### config.mk
export PLATFORM = sky130hd
export DESIGN_NAME = fdr_amp_div
export DESIGN_NICKNAME = d
export VERILOG_FILES = /design/src/rtl/fdr_pkg.sv /design/src/rtl/fdr_amp_div.sv
export SDC_FILE = /design/constraint.sdc
export NUM_CORES = 2
export LEC_CHECK = 0
export CAP_MARGIN = 25
export CORE_UTILIZATION = 38
export CTS_CLUSTER_DIAMETER = 150
export DETAILED_ROUTE_END_ITERATION = 7
export DONT_BUFFER_PORTS = 1
export PLACE_DENSITY = 0.63
export SLEW_MARGIN = 20
export SYNTH_ARGS = -nofsm -noshare
export SYNTH_HDL_FRONTEND = slang
export SYNTH_SLANG_ARGS = --single-unit
### constraint.sdc
create_clock -name clock -period 5.8 [get_ports clock]
set_input_delay 0.58 -clock clock [delete_from_list [all_inputs] [get_ports clock]]
set_output_delay 0.58 -clock clock [all_outputs]
set_load 0.01 [all_outputs]
### src/rtl/fdr_pkg.sv
// shared constants for the fresnel reflectance pipeline
package fdr_pkg;

   localparam int unsigned ONE_Q15     = 32768;
   // amplitude divider: numerator/denominator width and quotient width (q30, up to one)
   localparam int unsigned AMP_W       = 34;
   localparam int unsigned AMP_Q_W     = 31;
   localparam int unsigned AMP_STAGES  = AMP_Q_W;

endpackage

### src/rtl/fdr_amp_div.sv
// pipelined restoring divider for amplitude ratios, floor(num * 2^30 / den), num <= den
module fdr_amp_div (
   input  logic                          clock,
   input  logic                          en,
   input  logic [fdr_pkg::AMP_W-1:0]     num,
   input  logic [fdr_pkg::AMP_W-1:0]     den,
   output logic [fdr_pkg::AMP_Q_W-1:0]   quo
);

   localparam int unsigned W  = fdr_pkg::AMP_W;
   localparam int unsigned QW = fdr_pkg::AMP_Q_W;
   localparam int unsigned NS = fdr_pkg::AMP_STAGES;

   logic [W-1:0]  r_ff [0:NS-1];
   logic [W-1:0]  d_ff [0:NS-1];
   logic [QW-1:0] q_ff [0:NS-1];

   // integer bit: num <= den, so the quotient of num / den is zero or one
   always_ff @(posedge clock) begin
      if (en) begin
         d_ff[0] <= den;
         if (num >= den) begin
            r_ff[0] <= num - den;
            q_ff[0] <= QW'(1);
         end else begin
            r_ff[0] <= num;
            q_ff[0] <= '0;
         end
      end
   end

   // one fraction bit per stage
   for (genvar k = 0; k < NS - 1; k++) begin : g_step
      logic [W:0]   sh;
      logic         ge;
      logic [W-1:0] r_in;
      always_comb begin
         sh   = {r_ff[k], 1'b0};
         ge   = sh >= {1'b0, d_ff[k]};
         r_in = ge ? W'(sh - {1'b0, d_ff[k]}) : sh[W-1:0];
      end
      always_ff @(posedge clock) begin
         if (en) begin
            r_ff[k+1] <= r_in;
            d_ff[k+1] <= d_ff[k];
            q_ff[k+1] <= {q_ff[k][QW-2:0], ge};
         end
      end
   end

   assign quo = q_ff[NS-1];

endmodule
; ---- Yosys cells after proc, flatten, opt, wreduce, memory -nomap -nowiden
; Memory sizes are Yosys's and may differ from the RTL's.
; Cells that the tools add are included.
[op_classes]
addsub = 31
mul = 0
div_mod_pow = 0
magnitude_cmp = 31
eq_ne = 0
shifts = 0
n_mux = 40
n_bitwise = 2
n_reduce_logical = 0
[op_table]
columns = cell, count
row1 = $mux W34, 31
row2 = $sub A34 B34 Y34, 31
row3 = $ge A35 B34 Y1, 30
row4 = $ge A34 B34 Y1, 1
row5 = $mux W31, 1
row6 = $mux W1, 8
row7 = $or A1 B1 Y1, 2
[totals]
reg_bits = 0
latch_bits = 0
ram_bits = 3069
rom_bits = 0
in_bits = 70
output_inout_bits = 31
word_cells = 107
memories = 3
[memory_table]
columns = memory, depth, width, rd, rd_clocked_by_memory_dff, wr, line_no
row1 = d_ff, 31, 34, 30, 0, 31, fdr_amp_div.sv:15  ; logic [W-1:0] d_ff [0:NS-1];
row2 = r_ff, 31, 34, 30, 0, 31, fdr_amp_div.sv:14  ; logic [W-1:0] r_ff [0:NS-1];
row3 = q_ff, 31, 31, 31, 0, 31, fdr_amp_div.sv:16  ; logic [QW-1:0] q_ff [0:NS-1];

; ---- Longest topological paths before layout
[depth]
ltp_word = 5
mapped_depth = 16
ltp_nobuf = 15

; ---- Worst setup path after synthesis
; OpenSTA, ideal clock, no wires.
[synth_timing]
path_kind = input -> register
start = in num[0] (netlist name)
end = mem r_ff[0][10] (netlist name) (data pin)
setup_time_ns = 0.262
arrival_ns = 3.521
t_required_ns = 5.538
setup_slack_ns = 2.016
stages = 15
path_buffers = 1
cell_sequence = inv_1 -> ha_1 -> inv_1 -> fa_1 -> a21oi_1 -> o221ai_1 -> a221oi_2 -> o21a_1 -> o221ai_2 -> a221o_1 -> a21oi_2 -> or3_1 -> a31oi_4 -> buf_4 -> mux2_1
[synth_rtl]
columns = item, line_no
row1 = from (decl), fdr_amp_div.sv:5  ; input logic [fdr_pkg::AMP_W-1:0] num,
row2 = to (decl), fdr_amp_div.sv:14

==> results.cfg <==
[synth]
synth-seq-area-share = 0.533
synth_top_cell_by_area = edfxtp_1
synth_seq_cells = 2536
synth_top_cells_by_area = edfxtp_1 (53%), ha_1 (9.2%), a21oi_1 (4.0%)
post_synthesis_cells = 12789
synthesis.area_um2 = 143000
syn-num-nets = 13942
ys_warn_count = 0
yosys-top-cells-count = edfxtp_1 (2,536), inv_1 (1,337), a21oi_1 (1,132)
post_synth.cell_area_avg_um2 = 11.2
number_of_synthesized_flops_with_an_enable_pin = 2536
synth_flop_cell = edfxtp_1
yosysUniqueCellTypes = 108
async_set_or_reset_flop_fraction_in_the_synthesized_netlist = 0
netlist.area_leader.share = 0.533
most_repeated_cell_in_the_gate_level_netlist_after_synthesis = edfxtp_1

[power]
power.density_cell_area_nw_per_um2 = 568
switching_share = 0.383
p_int_uw = 55700
report.power.total_uw = 90300
seq_power_share = 0.341
combinationalPowerShare = 0.456
p_leak_uw = 0.0643
vdd_drop_max_mv = 0.293
p_switching_uw = 34600
power.clock.fraction = 0.203

[route]
drc = 0
dr.pass1.iters = 7
drtIter0Drc = 7703
drt_wl_total_mm = 330
drt_wl_cell_um = 18.3
drtAntennaViolNets = 0
via_count = 94594
vias_per_cell = 5.23

[sta]
post-route-worst-setup-slack_ns = 1.30
timing.final.crit_share = 0.775
slew_violations = 0
finalSetupTns_ns = 0
hold_viol_final = 0
fmax_mhz = 222
slew_headroom = 0.257
fin_skew_ns = 0.0823
time_the_final_worst_path_needs_with_i_o_delays_and_setup_ns = 4.50
finalSetupViolCount = 0
grt_setup_unrepaired = false
max_slew.worst_pin.slew_ns = 1.11

[floorplanning]
floorplan.initialDensity = 0.383
die_outline_area_um2 = 378000
floorplan.die.width_um = 615
boundaryPins = 101
die-height_um = 615
floorplan.core_area_um2 = 373000
fp-row-count = 224

[grt]
grt_pass1_wl_mm = 514
overflow = 0
antenna_violations_before_repair = 4
first_global_vias = 91029
global_router_s_overall_resource_usage = 0.169
largest_net_degree_at_the_start_of_global_routing = 246

[clock_tree]
htree_levels = 5
clock-root-buffer = clkbuf_16
clkLatencyLatePin_ns = 0.92
clock_path_buffers = 4
cts_sinks = 2536
clock_tree_from_tritoncts = built
clock_pin_slew_of_the_registers_on_the_worst_case_setup_and_hold_paths_ns = 0.06
cts_buffers = 296

[setup_path]
timing.reg2reg.worst_path_depth = 14
cp.required_ns = 6.40
setup.worst_path.start_class = register
crit_chain = ha_1, nor2b_1, o21ai_0, a21boi_0, o311ai_0, o211ai_1, buf_4, a31oi_1, nand2b_1, nor2_1, a21oi_4, buf_4, buf_4, o21ai_0
rr_startpoint = r_ff[6][0]$_SDFFCE_PP0P_
critical_path_peak_fanout = 45
arrival_ns = 5.10
critical_path.top_delay_family = compound AO/OA/AOI/OAI gates
endpoint_kind = register
crit-reg2reg-capture = r_ff[7][13]$_DFFE_PP_
timing.critical_path.buf_inv = 3
cell_seen_most_often_among_critical_path_stages = buf_4
cp_slowest_cell = o311ai_0
rrSetupSlack_ns = 1.30
critical_path_class = register to register
critical_path.max_stage_delay_ns = 0.74

[finish]
post-route-util = 0.426
layout-drive-gt1-share = 0.0695
areaGrowthSynthToFinish_pct = 11.2
final_cell_count_no_fill = 18089
design.final.nets = 14028

[hold_path]
startpoint_of_the_most_critical_hold_path = en
hp-class = input pin to register
timing.hold.worst_endpoint = q_ff[7][87]$_DFFE_PP_
timing.hold.worst_path_depth = 1

[job]
timing.max_cap.violations = 0

[outcome]
status = complete, no violations

[placed_design]
dpl.cell_count = 17477
pre_cts_ws_ns = 0.776
port_buffers = 0
gpl.final_weighted_congestion = 0.900
dp_hpwl_mm = 246
==> power groups by stage <==
stage	logic (uW)	registers [uW]	clock network (uW)
2_1_floorplan	31800	29300	0
3_3_place_gp	40200	31300	0
3_5_place_dp	40600	31300	0
4_1_cts	40900	30900	18900
5_1_grt	45800	31300	19500
6_report	41200	30800	18300
==> state kept, by name, summed over array words and instances, names as in the netlist <==
name	count
d_ff	1020
r_ff	1020
q_ff	496
==> worst reg2reg max path: cells and delay by family (launching register included) <==
kind | cells | cell delay (ns)
compound gates | 7 | 2.05
buf+inv | 3 | 0.96
flops | 1 | 0.43
simple gates | 3 | 0.40
fa+ha+maj | 1 | 0.34
==> final cells by class <==
class | count | area (um^2)
Timing Repair Buffer | 137 | 1690
Clock buffer | 346 | 7740
Sequential cell | 2536 | 76200
Antenna cell | 3 | 7.51
Fill cell | 35030 | 214000
Clock inverter | 191 | 1780
Inverter | 1340 | 5030
Tap cell | 4972 | 6220
Multi-Input combinational cell | 8564 | 60200
==> cells by family after synthesis <==
kind of cell / synth area share
compound gates: 0.155
buf+inv: 0.0462
fa+ha+maj: 0.0964
mux: 0.0273
simple gates: 0.0870
flops: 0.533
xor+xnor: 0.0545
==> stage by stage <==
stage	hold slack, ns	area, um^2
floorplan	0.400	143000
global placement	0.400	148000
detailed placement	0.405	149000
CTS	0.0626	159000
global route	0.0865	159000
finish	0.123	159000
==> cell usage in the layout, fill, tap and decap left out, types with 42 or more instances in the layout <==
cell type,netlist,final
ha_1,1053,1053
mux2_2,276,276
o31ai_1,86,86
and3_1,94,94
nand3_1,215,215
xor2_1,366,366
clkinv_1,0,52
dlygate4sd3_1,0,68
a21oi_1,1132,1128
clkbuf_1,227,43
a31oi_1,98,96
o21ai_0,916,916
mux2_1,59,59
o21a_1,99,96
o21bai_1,169,169
clkbuf_16,0,303
xnor2_1,523,523
inv_1,1337,1337
nor2b_1,121,121
a211oi_1,75,75
nand2b_1,115,115
o211ai_1,44,44
buf_4,47,42
nor2_1,660,660
clkinv_2,0,57
nand4_1,157,157
edfxtp_1,2536,2536
nand2_1,963,961
nor3_1,122,122
a21o_1,597,596
==> per-layer routing <==
metal / up-vias / track usage / part of all wire
met1: 45142 / 0.216 / 0.43
met3: 570 / 0.0214 / 0.044
met5: - / 0 / 0
li1: 46946 / - / -
met4: 0 / 0.0515 / 0.030
met2: 1936 / 0.298 / 0.49
==> how the worst max path moves through the flow <==
| stage | end | slack, ns | startpoint | cells past startpoint |
|---|---|---|---|---|
| global placement | d_ff[23][4]$_DFFE_PP_ | 0.77 | en | 4 |
| finish | r_ff[7][13]$_DFFE_PP_ | 1.30 | r_ff[6][0]$_SDFFCE_PP0P_ | 14 |
| detailed placement | r_ff[0][6]$_DFFE_PP_ | 0.78 | en | 9 |
| CTS | r_ff[7][13]$_DFFE_PP_ | 1.32 | r_ff[6][0]$_SDFFCE_PP0P_ | 14 |
| floorplan | r_ff[0][10]$_DFFE_PP_ | 2.02 | num[0] | 15 |
| global route | r_ff[7][13]$_DFFE_PP_ | 0.97 | r_ff[6][0]$_SDFFCE_PP0P_ | 14 |
==> timing repair <==
action / in CTS / in global routing
buffers inserted: 0 / 0
endpoints found under the setup margin: 0 / 0
hold buffers: 69 / 0
resized for setup: 0 / 0
endpoints found under the hold margin: 121 / 0
No activity file was read; power rests on OpenSTA's default activity.
